**src/rtl/zncc_window_correlator_assert.svh**
```systemverilog
// Assertion helpers for the window correlator. Each helper samples on clk_i and is
// disabled while rst_ni is low.
`ifndef ZNCC_WINDOW_CORRELATOR_ASSERT_SVH
`define ZNCC_WINDOW_CORRELATOR_ASSERT_SVH

`define ZNCC_ASSERT_IMP(lbl, ante, cons) \
  lbl: assert property (@(posedge clk_i) disable iff (!rst_ni) (ante) |-> (cons)) \
    else $error("zncc: same-cycle check failed");

`define ZNCC_ASSERT_NEXT(lbl, ante, cons) \
  lbl: assert property (@(posedge clk_i) disable iff (!rst_ni) (ante) |=> (cons)) \
    else $error("zncc: next-cycle check failed");

`endif

```
**src/rtl/zncc_pkg.sv**
```systemverilog
package zncc_pkg;

  localparam int unsigned PIXEL_W    = 8;
  localparam int unsigned SCORE_W    = 16;
  localparam int unsigned SCORE_FRAC = 15;
  localparam int unsigned ROOT_BITS  = 16;
  localparam int unsigned SQ_SHIFT   = 2 * SCORE_FRAC;

  typedef logic [PIXEL_W-1:0]        pixel_t;
  typedef logic signed [SCORE_W-1:0] score_t;

  localparam score_t SCORE_MAX = 16'sh7fff;

endpackage

```
**src/rtl/zncc_pair_if.sv**
```systemverilog
interface zncc_pair_if;
  import zncc_pkg::*;

  logic   valid;
  logic   ready;
  pixel_t pixel_a;
  pixel_t pixel_b;
  logic   last;

  modport source (output valid, output pixel_a, output pixel_b, output last, input ready);
  modport sink (input valid, input pixel_a, input pixel_b, input last, output ready);

endinterface

```
**src/rtl/zncc_score_if.sv**
```systemverilog
interface zncc_score_if;
  import zncc_pkg::*;

  logic   valid;
  logic   ready;
  score_t correlation;
  logic   degenerate;

  modport source (output valid, output correlation, output degenerate, input ready);
  modport sink (input valid, input correlation, input degenerate, output ready);

endinterface

```
**src/rtl/zncc_ser_mul.sv**
```systemverilog
module zncc_ser_mul #(
  parameter int unsigned AW = 82,
  parameter int unsigned BW = 41
) (
  input  logic             clk_i,
  input  logic             rst_ni,
  input  logic             start_i,
  input  logic [AW-1:0]    a_i,
  input  logic [BW-1:0]    b_i,
  output logic             done_o,
  output logic [AW+BW-1:0] prod_o
);

  localparam int unsigned CNW = $clog2(BW + 1);

  logic [AW-1:0]    a_q;
  logic [AW+BW-1:0] prod_q;
  logic [CNW-1:0]   cnt_q;
  logic             busy_q;
  logic             done_q;
  logic [AW:0]      sum;

  // The multiplier bits leave the low end of the product register one per cycle.
  assign sum = {1'b0, prod_q[AW+BW-1:BW]} + (prod_q[0] ? {1'b0, a_q} : '0);

  always_ff @(posedge clk_i or negedge rst_ni) begin
    if (!rst_ni) begin
      busy_q <= 1'b0;
      done_q <= 1'b0;
      cnt_q  <= '0;
    end else begin
      done_q <= busy_q && (cnt_q == CNW'(1));
      if (start_i) begin
        busy_q <= 1'b1;
        cnt_q  <= CNW'(BW);
      end else if (busy_q) begin
        cnt_q <= cnt_q - CNW'(1);
        if (cnt_q == CNW'(1)) begin
          busy_q <= 1'b0;
        end
      end
    end
  end

  always_ff @(posedge clk_i) begin
    if (start_i) begin
      a_q    <= a_i;
      prod_q <= {{AW{1'b0}}, b_i};
    end else if (busy_q) begin
      prod_q <= {sum, prod_q[BW-1:1]};
    end
  end

  assign done_o = done_q;
  assign prod_o = prod_q;

endmodule

```
**src/rtl/zncc_window_correlator.sv**
```systemverilog
// Zero-mean normalised cross-correlation of two equal-size image windows.
// Pixel pairs arrive on pair_i, one pair per transfer, with last marking the final
// pair of a window. The block accumulates the count, the sums, the sums of squares
// and the cross sum at one pair per cycle while ready is high. Pairs beyond MAX_PIXELS are ignored.
// After the transfer marked last, ready stays low while the score is formed by one
// shift-and-add multiplier that takes one multiplier bit per cycle. Its multiplier width
// BW is the larger of 32 and the variance width (41 bits at the default sizes). A normal
// window needs 24 products (eight for the moments and sixteen for the bit-by-bit root
// search). A window with zero variance needs only six products.
// The score leaves on score_o as signed Q1.15 with a degenerate flag. It waits in an
// output register, so a new window may stream in while the receiver stalls.
// A second score waits inside the block until the register is free.
// Reset clears the accumulators and drops any pending result.
`include "zncc_window_correlator_assert.svh"

module zncc_window_correlator #(
  parameter int unsigned MAX_PIXELS = 4096,
  parameter int unsigned PIXEL_BITS = 8
) (
  input  logic        clk_i,
  input  logic        rst_ni,
  zncc_pair_if.sink   pair_i,
  zncc_score_if.source score_o
);
  import zncc_pkg::*;

  localparam int unsigned     PW   = (PIXEL_BITS < PIXEL_W) ? PIXEL_BITS : PIXEL_W;
  localparam longint unsigned PMAX = (64'd1 << PIXEL_BITS) - 64'd1;
  localparam int unsigned     CW   = $clog2(MAX_PIXELS + 1);
  localparam int unsigned     SW   = $clog2(longint'(MAX_PIXELS) * PMAX + 1);
  localparam int unsigned     QW   = $clog2(longint'(MAX_PIXELS) * PMAX * PMAX + 1);
  localparam int unsigned     VW   = CW + QW;
  localparam int unsigned     AW   = 2 * VW;
  localparam int unsigned     BW   = (VW > 2 * ROOT_BITS) ? VW : 2 * ROOT_BITS;
  localparam int unsigned     KW   = $clog2(ROOT_BITS);

  typedef enum logic [1:0] {
    ST_ACCUM,
    ST_LAUNCH,
    ST_WAIT,
    ST_EMIT
  } state_e;

  typedef enum logic [3:0] {
    OP_NSAA,
    OP_SA2,
    OP_NSBB,
    OP_SB2,
    OP_NSAB,
    OP_SASB,
    OP_VV,
    OP_CC,
    OP_TRIAL
  } op_e;

  state_e state_q;
  op_e    op_q;

  logic [CW-1:0] cnt_q;
  logic [SW-1:0] sa_q, sb_q;
  logic [QW-1:0] saa_q, sbb_q, sab_q;

  logic [VW-1:0]        hold_q, va_q, vb_q, c_q;
  logic [AW-1:0]        p_q, r_q;
  logic [ROOT_BITS-1:0] q_q;
  logic [KW-1:0]        k_q;
  logic                 neg_q, deg_q;
  logic                 out_valid_q;
  score_t               corr_q;
  logic                 degen_q;

  logic [PW-1:0]          pa, pb;
  logic [2*PW-1:0]        pa_sq, pb_sq, pab;
  logic                   accept, room;
  logic                   mul_start, mul_done;
  logic [AW-1:0]          mul_a;
  logic [BW-1:0]          mul_b;
  logic [AW+BW-1:0]       mul_prod, rhs;
  logic [VW-1:0]          prod_v;
  logic                   c_neg, fits, out_free;
  logic [ROOT_BITS-1:0]   trial;
  logic [2*ROOT_BITS-1:0] trial_sq;
  score_t                 score_d;

  assign pa     = pair_i.pixel_a[PW-1:0];
  assign pb     = pair_i.pixel_b[PW-1:0];
  assign pa_sq  = {{PW{1'b0}}, pa} * {{PW{1'b0}}, pa};
  assign pb_sq  = {{PW{1'b0}}, pb} * {{PW{1'b0}}, pb};
  assign pab    = {{PW{1'b0}}, pa} * {{PW{1'b0}}, pb};
  assign accept = pair_i.valid && pair_i.ready;
  assign room   = cnt_q < CW'(MAX_PIXELS);

  assign pair_i.ready = (state_q == ST_ACCUM);

  assign prod_v   = mul_prod[VW-1:0];
  assign c_neg    = hold_q < prod_v;
  assign trial    = q_q | (ROOT_BITS'(1) << k_q);
  assign trial_sq = {{ROOT_BITS{1'b0}}, trial} * {{ROOT_BITS{1'b0}}, trial};
  assign rhs      = (AW+BW)'({r_q, {SQ_SHIFT{1'b0}}});
  assign fits     = mul_prod <= rhs;
  assign out_free = !out_valid_q || score_o.ready;

  always_comb begin
    mul_a = '0;
    mul_b = '0;
    case (op_q)
      OP_NSAA: begin
        mul_a = AW'(saa_q);
        mul_b = BW'(cnt_q);
      end
      OP_SA2: begin
        mul_a = AW'(sa_q);
        mul_b = BW'(sa_q);
      end
      OP_NSBB: begin
        mul_a = AW'(sbb_q);
        mul_b = BW'(cnt_q);
      end
      OP_SB2: begin
        mul_a = AW'(sb_q);
        mul_b = BW'(sb_q);
      end
      OP_NSAB: begin
        mul_a = AW'(sab_q);
        mul_b = BW'(cnt_q);
      end
      OP_SASB: begin
        mul_a = AW'(sa_q);
        mul_b = BW'(sb_q);
      end
      OP_VV: begin
        mul_a = AW'(va_q);
        mul_b = BW'(vb_q);
      end
      OP_CC: begin
        mul_a = AW'(c_q);
        mul_b = BW'(c_q);
      end
      OP_TRIAL: begin
        mul_a = p_q;
        mul_b = BW'(trial_sq);
      end
      default: begin
        mul_a = '0;
        mul_b = '0;
      end
    endcase
  end

  assign mul_start = (state_q == ST_LAUNCH);

  zncc_ser_mul #(
    .AW(AW),
    .BW(BW)
  ) u_mul (
    .clk_i  (clk_i),
    .rst_ni (rst_ni),
    .start_i(mul_start),
    .a_i    (mul_a),
    .b_i    (mul_b),
    .done_o (mul_done),
    .prod_o (mul_prod)
  );

  always_comb begin
    if (deg_q) begin
      score_d = '0;
    end else if (neg_q) begin
      score_d = score_t'(ROOT_BITS'(0) - q_q);
    end else if (q_q[ROOT_BITS-1]) begin
      score_d = SCORE_MAX;
    end else begin
      score_d = score_t'(q_q);
    end
  end

  always_ff @(posedge clk_i or negedge rst_ni) begin
    if (!rst_ni) begin
      state_q     <= ST_ACCUM;
      op_q        <= OP_NSAA;
      cnt_q       <= '0;
      sa_q        <= '0;
      sb_q        <= '0;
      saa_q       <= '0;
      sbb_q       <= '0;
      sab_q       <= '0;
      q_q         <= '0;
      k_q         <= '0;
      neg_q       <= 1'b0;
      deg_q       <= 1'b0;
      out_valid_q <= 1'b0;
      corr_q      <= '0;
      degen_q     <= 1'b0;
    end else begin
      if (score_o.ready && state_q != ST_EMIT) begin
        out_valid_q <= 1'b0;
      end
      case (state_q)
        ST_ACCUM: begin
          if (accept) begin
            if (room) begin
              cnt_q <= cnt_q + CW'(1);
              sa_q  <= sa_q + SW'(pa);
              sb_q  <= sb_q + SW'(pb);
              saa_q <= saa_q + QW'(pa_sq);
              sbb_q <= sbb_q + QW'(pb_sq);
              sab_q <= sab_q + QW'(pab);
            end
            if (pair_i.last) begin
              op_q    <= OP_NSAA;
              state_q <= ST_LAUNCH;
            end
          end
        end
        ST_LAUNCH: begin
          state_q <= ST_WAIT;
        end
        ST_WAIT: begin
          if (mul_done) begin
            state_q <= ST_LAUNCH;
            case (op_q)
              OP_NSAA: op_q <= OP_SA2;
              OP_SA2:  op_q <= OP_NSBB;
              OP_NSBB: op_q <= OP_SB2;
              OP_SB2:  op_q <= OP_NSAB;
              OP_NSAB: op_q <= OP_SASB;
              OP_SASB: begin
                neg_q <= c_neg;
                if (va_q == '0 || vb_q == '0) begin
                  deg_q   <= 1'b1;
                  state_q <= ST_EMIT;
                end else begin
                  deg_q <= 1'b0;
                  op_q  <= OP_VV;
                end
              end
              OP_VV: op_q <= OP_CC;
              OP_CC: begin
                q_q  <= '0;
                k_q  <= KW'(ROOT_BITS - 1);
                op_q <= OP_TRIAL;
              end
              OP_TRIAL: begin
                if (fits) begin
                  q_q <= trial;
                end
                if (k_q == '0) begin
                  state_q <= ST_EMIT;
                end else begin
                  k_q <= k_q - KW'(1);
                end
              end
              default: state_q <= ST_EMIT;
            endcase
          end
        end
        ST_EMIT: begin
          if (out_free) begin
            out_valid_q <= 1'b1;
            corr_q      <= score_d;
            degen_q     <= deg_q;
            cnt_q       <= '0;
            sa_q        <= '0;
            sb_q        <= '0;
            saa_q       <= '0;
            sbb_q       <= '0;
            sab_q       <= '0;
            state_q     <= ST_ACCUM;
          end
        end
        default: state_q <= ST_ACCUM;
      endcase
    end
  end

  always_ff @(posedge clk_i) begin
    if (state_q == ST_WAIT && mul_done) begin
      case (op_q)
        OP_NSAA, OP_NSBB, OP_NSAB: hold_q <= prod_v;
        OP_SA2:  va_q <= hold_q - prod_v;
        OP_SB2:  vb_q <= hold_q - prod_v;
        OP_SASB: c_q  <= c_neg ? (prod_v - hold_q) : (hold_q - prod_v);
        OP_VV:   p_q  <= mul_prod[AW-1:0];
        OP_CC:   r_q  <= mul_prod[AW-1:0];
        default: ;
      endcase
    end
  end

  assign score_o.valid       = out_valid_q;
  assign score_o.correlation = corr_q;
  assign score_o.degenerate  = degen_q;

  `ZNCC_ASSERT_NEXT(a_last_stalls, accept && pair_i.last, !pair_i.ready)
  `ZNCC_ASSERT_IMP(a_degen_zero, score_o.valid && score_o.degenerate, score_o.correlation == '0)
  `ZNCC_ASSERT_IMP(a_mul_sync, mul_done, state_q == ST_WAIT)

endmodule

```
**src/flat_wrapper.sv**
```systemverilog
// flat-port wrapper written by rule: the top's interface ports become plain ports
module zncc_window_correlator_flat import zncc_pkg::*;
#(
  parameter int unsigned MAX_PIXELS = 4096,
  parameter int unsigned PIXEL_BITS = 8
)
  (clk_i, rst_ni, pair_i_valid, pair_i_pixel_a, pair_i_pixel_b, pair_i_last, pair_i_ready, score_o_valid, score_o_correlation, score_o_degenerate, score_o_ready);
  zncc_pair_if pair_i_i ();
  zncc_score_if score_o_i ();
  input  logic clk_i;
  input  logic rst_ni;
  input wire logic [$bits(pair_i_i.valid)-1:0] pair_i_valid;
  input wire logic [$bits(pair_i_i.pixel_a)-1:0] pair_i_pixel_a;
  input wire logic [$bits(pair_i_i.pixel_b)-1:0] pair_i_pixel_b;
  input wire logic [$bits(pair_i_i.last)-1:0] pair_i_last;
  output wire logic [$bits(pair_i_i.ready)-1:0] pair_i_ready;
  output wire logic [$bits(score_o_i.valid)-1:0] score_o_valid;
  output wire logic [$bits(score_o_i.correlation)-1:0] score_o_correlation;
  output wire logic [$bits(score_o_i.degenerate)-1:0] score_o_degenerate;
  input wire logic [$bits(score_o_i.ready)-1:0] score_o_ready;
  assign pair_i_i.valid = pair_i_valid;
  assign pair_i_i.pixel_a = pair_i_pixel_a;
  assign pair_i_i.pixel_b = pair_i_pixel_b;
  assign pair_i_i.last = pair_i_last;
  assign pair_i_ready = pair_i_i.ready;
  assign score_o_valid = score_o_i.valid;
  assign score_o_correlation = score_o_i.correlation;
  assign score_o_degenerate = score_o_i.degenerate;
  assign score_o_i.ready = score_o_ready;
  zncc_window_correlator #(.MAX_PIXELS(MAX_PIXELS), .PIXEL_BITS(PIXEL_BITS)) u_core (.clk_i(clk_i), .rst_ni(rst_ni), .pair_i(pair_i_i), .score_o(score_o_i));
endmodule
```
**config.mk**
```make
export PLATFORM = sky130hd
export DESIGN_NAME = zncc_window_correlator_flat
export DESIGN_NICKNAME = d
export VERILOG_FILES = /design/src/rtl/zncc_pkg.sv /design/src/rtl/zncc_pair_if.sv /design/src/rtl/zncc_score_if.sv /design/src/rtl/zncc_ser_mul.sv /design/src/rtl/zncc_window_correlator.sv /design/src/flat_wrapper.sv
export VERILOG_INCLUDE_DIRS = /design/src /design/src/rtl
export SDC_FILE = /design/constraint.sdc
export NUM_CORES = 2
export LEC_CHECK = 0
export BUFFER_PORTS_ARGS = -buffer_cell sky130_fd_sc_hd__buf_4
export CORE_MARGIN = 1.5
export CORE_UTILIZATION = 55
export CTS_CLUSTER_SIZE = 8
export DETAILED_ROUTE_END_ITERATION = 16
export GPL_TIMING_DRIVEN = 0
export PLACE_DENSITY = 0.78
export SLEW_MARGIN = 10
export SYNTH_ARGS = -nofsm -noshare
export SYNTH_HDL_FRONTEND = slang
export SYNTH_HIERARCHICAL = 1
export SYNTH_SLANG_ARGS = --single-unit
export TNS_END_PERCENT = 20
```
**constraint.sdc**
```tcl
create_clock -name clk_i -period 10.13 [get_ports clk_i]
set_clock_uncertainty 0.05 [all_clocks]
set_input_delay 2.026 -clock clk_i [delete_from_list [all_inputs] [get_ports clk_i]]
set_output_delay 2.026 -clock clk_i [all_outputs]
set_load 0.01 [all_outputs]
```
==> impl_metrics.yaml <==
power:
  vdd_drop_max_mv: 0.144
  switching_share_pct: 25.9
  sequentialPowerShare_pct: 42.4
  comb_power_share_pct: 13.3
  intPower_w: 0.00544
  net-switching-power_w: 0.00190
  clk_pwr_share_pct: 44.3
  power_density_nw_per_um2: 121
  leakage_nw: 28.5
die:
  floorplan.die_area_um2: 103000
  start_util_pct: 55.4
  die_height_um: 320
  placementRows: 116
  fp.coreArea_um2: 99900
  ios: 40
  die_w_um: 320
setup_path:
  critPathRequiredTime_ns: 10.52
  critPathKind: "reg -> reg"
  timing.critical_path.fanout_max: 9
  worst_r2r_startpoint: "u_core/k_q[0]"
  startpoint: "u_core/k_q[0]"
  critical_path.endpoint_type: "register"
  arrival_ns: 9.89
  cp-start-kind: "register"
final_layout:
  fraction_of_final_layout_cells_sized_beyond_drive_strength_1_pct: 5.68
  final-instance-count-excl-fill: 7228
  syn2layout_area_growth_pct: 9.65
  final_core_util_pct: 60.8
  num-nets-final: 6661
timing:
  slew_headroom_pct: 9.94
  finalSetupViolations: 0
  sum_of_negative_setup_slack_ns: 0
  fmaxAchievable_mhz: 105
  layout_min_cycle_time_ns: 9.50
  report.final.slew_viol_count: 0
  hold_violations: 0
  final_period_utilization_pct: 93.8
  grt_setup_unrepaired: "no"
  timing_worst_slew_pin_value_ns: 1.35
  final_critical_path_setup_slack_ns: 0.626
clock_network:
  cts-root-buf: "clkbuf_16"
  ctsResizeCount: 0
  clock_sinks: 724
  cts_tree: "built"
  clock_insertion_delay_worst_skew_ns: 0.69
  clk_pin_slew_ns: 0.06
  postCtsSetupBuffers: 0
  cts_buffer_depth: 3
  hold_buffers: 0
  htreeDepth: 3
  cts_buffers: 102
logic_synthesis:
  post_synth_xor_area_fraction_pct: 4.57
  netlist_area_um2: 55400
  post_synth_most_frequent_cells: "inv_1, ha_1, nand2_1"
  ys.flop_type: "edfxtp_1"
  synth_warnings: 6
  number_of_register_bits_inferred_by_synthesis: 724
  synth.area.mux_share_pct: 1.88
  synth_area_per_cell_um2: 9.74
  synth_simple_gate_area_share_pct: 14.0
  syn_nets: 6492
  synthesis.instances: 5684
  netlist.top_cell.by_area: "edfxtp_1"
  synth-edff-count: 451
  netlist_top_cells_area: "edfxtp_1, ha_1, fa_1, dfrtp_1, inv_1"
  post_synthesis_adder_cell_area_fraction_pct: 21.8
  ys_async_sr_fraction_pct: 26.4
  synthDominantCellAreaShare_pct: 24.5
  synth_area_in_compound_gates_pct: 15.3
  combinational_family_with_the_most_area_after_synthesis: "adder cells"
  synthMostInstantiatedCell: "inv_1"
  synth.yosys.seq_area_share_pct: 36.1
  synth_cell_types: 99
place:
  inst_count_dp: 7047
  number_of_i_o_port_buffers: 39
  detailed_place_hpwl_mm: 140
  routabilityCongestion: 1.03
  dp_slack_ns: 0.811
global_route:
  first_global_vias: 44100
  grt_max_degree: 106
  total_global_route_track_usage_pct: 35.0
  antenna_found_initial: 5
  grt_overflow_total: 0
  wire_length_of_the_first_global_routing_pass_mm: 270
outcome:
  run_status: "completed"
detailed_routing:
  routed_via_density: 6.30
  dr.first_iter.drc_count: 6223
  drt-pass1-iter-count: 10
  detailroute.via_count: 45500
  ant_nets: 0
  route.detailed.drc: 0
  drt_wl_total_mm: 180
  routedWlPerCell_um: 24.9
hold_path:
  timing.hold.worst.start: "u_core/score_o.correlation[14]"
  min-delay-path-class: "reg -> reg"
flow_run:
  maxCapViolations: 0
==> per-layer routing <==
layer / global-route usage, % / wire [um] / vias to the layer above / part of all wire [%]
met5: 0 / 13 / - / 0.0072
met4: 17.4 / 10400 / 2 / 5.8
met3: 7.39 / 19700 / 502 / 11
met2: 53.3 / 78500 / 2520 / 44
met1: 47.5 / 71400 / 22200 / 40
li1: - / - / 20200 / -
==> flip-flops by register name, indices dropped and copies added (netlist names), 2 cells and up <==
| signal | count |
|---|---|
| u_core/u_mul/a_q | 82 |
| u_core/saa_q | 28 |
| u_core/sab_q | 28 |
| u_core/k_q | 4 |
| u_core/u_mul/cnt_q | 6 |
| u_core/sb_q | 20 |
| u_core/q_q | 16 |
| u_core/sbb_q | 28 |
| u_core/u_mul/prod_o | 123 |
| u_core/state_q | 2 |
| u_core/vb_q | 41 |
| u_core/op_q | 4 |
| u_core/hold_q | 41 |
| u_core/sa_q | 20 |
| u_core/r_q | 82 |
| u_core/cnt_q | 13 |
| u_core/va_q | 41 |
| u_core/c_q | 41 |
| u_core/score_o.correlation | 16 |
| u_core/p_q | 82 |
==> final cells by class <==
cell class / instances / area [um^2]
clock buffer: 171 / 2850
fill: 8373 / 39200
antenna: 1 / 2.50
timing repair buffer: 65 / 674
inverter: 672 / 2520
multi-input combinational: 4038 / 31900
tap: 1298 / 1620
clock inverter: 9 / 129
buffer: 250 / 1020
sequential: 724 / 20000
==> power by group through the flow <==
stage | clock network (W) | registers, W | logic, W
floorplan | 0 | 0.00317 | 0.000733
global placement | 0 | 0.00317 | 0.000922
detailed placement | 0 | 0.00317 | 0.000959
CTS | 0.00328 | 0.00311 | 0.000970
global route | 0.00340 | 0.00311 | 0.00111
finish | 0.00325 | 0.00311 | 0.000977
==> placed cells by master (no fill, tap or decap), types with 38 or more instances in the layout <==
cell       Yosys  routed
inv_1        665     662
ha_1         490     490
nand2_1      463     463
edfxtp_1     451     451
nor2_1       354     354
a21oi_1      306     305
fa_1         297     297
clkbuf_1     183     249
o21ai_0      244     244
and2_1       209     206
dfrtp_1      191     191
xnor2_1      181     181
a21o_1       158     158
nand3_1      156     156
xor2_1       108     108
clkbuf_16      0     103
nand4_1       88      88
a22oi_1       82      82
dfxtp_1       82      82
nor3_1        76      74
o31ai_1       67      67
buf_4          5      55
o21bai_1      55      55
mux2i_1       51      51
mux2_2        47      47
nor2b_1       47      46
and3_1        40      40
nor4_1        40      38
==> per-stage QoR <==
| step | area (um^2) | power, W | hold slack, ns |
|---|---|---|---|
| 5_1_grt | 60700 | 0.00762 | 0.465 |
| 3_5_place_dp | 57700 | 0.00413 | 0.417 |
| 3_3_place_gp | 57300 | 0.00409 | 0.407 |
| 2_1_floorplan | 55400 | 0.00390 | 0.393 |
| 4_1_cts | 60700 | 0.00736 | 0.432 |
| 6_report | 60700 | 0.00734 | 0.430 |
==> worst max-delay path, stage by stage (launching register included) <==
cell,delay (ns)
dfrtp_1,0.44
ha_1,0.29
a21oi_1,0.98
clkinv_1,0.71
nand2_1,0.29
inv_1,0.09
fa_1,0.53
inv_1,0.05
fa_1,0.47
inv_1,0.05
fa_1,0.53
fa_1,0.45
fa_1,0.55
inv_1,0.06
fa_1,0.58
inv_1,0.06
ha_1,0.36
and3_1,0.22
nand3_1,0.13
o211a_1,0.25
a211o_1,0.32
a31oi_1,0.37
a21o_1,0.22
o41ai_1,0.10
o21ai_0,0.21
xor2_1,0.21
a221o_1,0.38
mux2_2,0.27
==> path summary, 6_finish.rpt <==
check	slack, ns	cells past startpoint	endpoint
max	0.63	27	u_core/u_mul/prod_o[29]
min	0.43	2	u_core/score_o.correlation[14]
max reg2reg	0.63	27	u_core/u_mul/prod_o[29]
min reg2reg	0.43	2	u_core/score_o.correlation[14]
max in group asynchronous	7.70	2	u_core/u_mul/cnt_q[1]
min in group asynchronous	1.27	1	u_core/sa_q[15]
==> cell families after synthesis <==
group                      after synthesis
AOI/OAI and AO/OA                     1272
xor gates and xnor gates               289
adders and majority gates              787
buffers and inverters                  922
DFF                                    724
muxes                                   98
and+or+nand+nor                       1592
(Power assumes the default switching activity.)
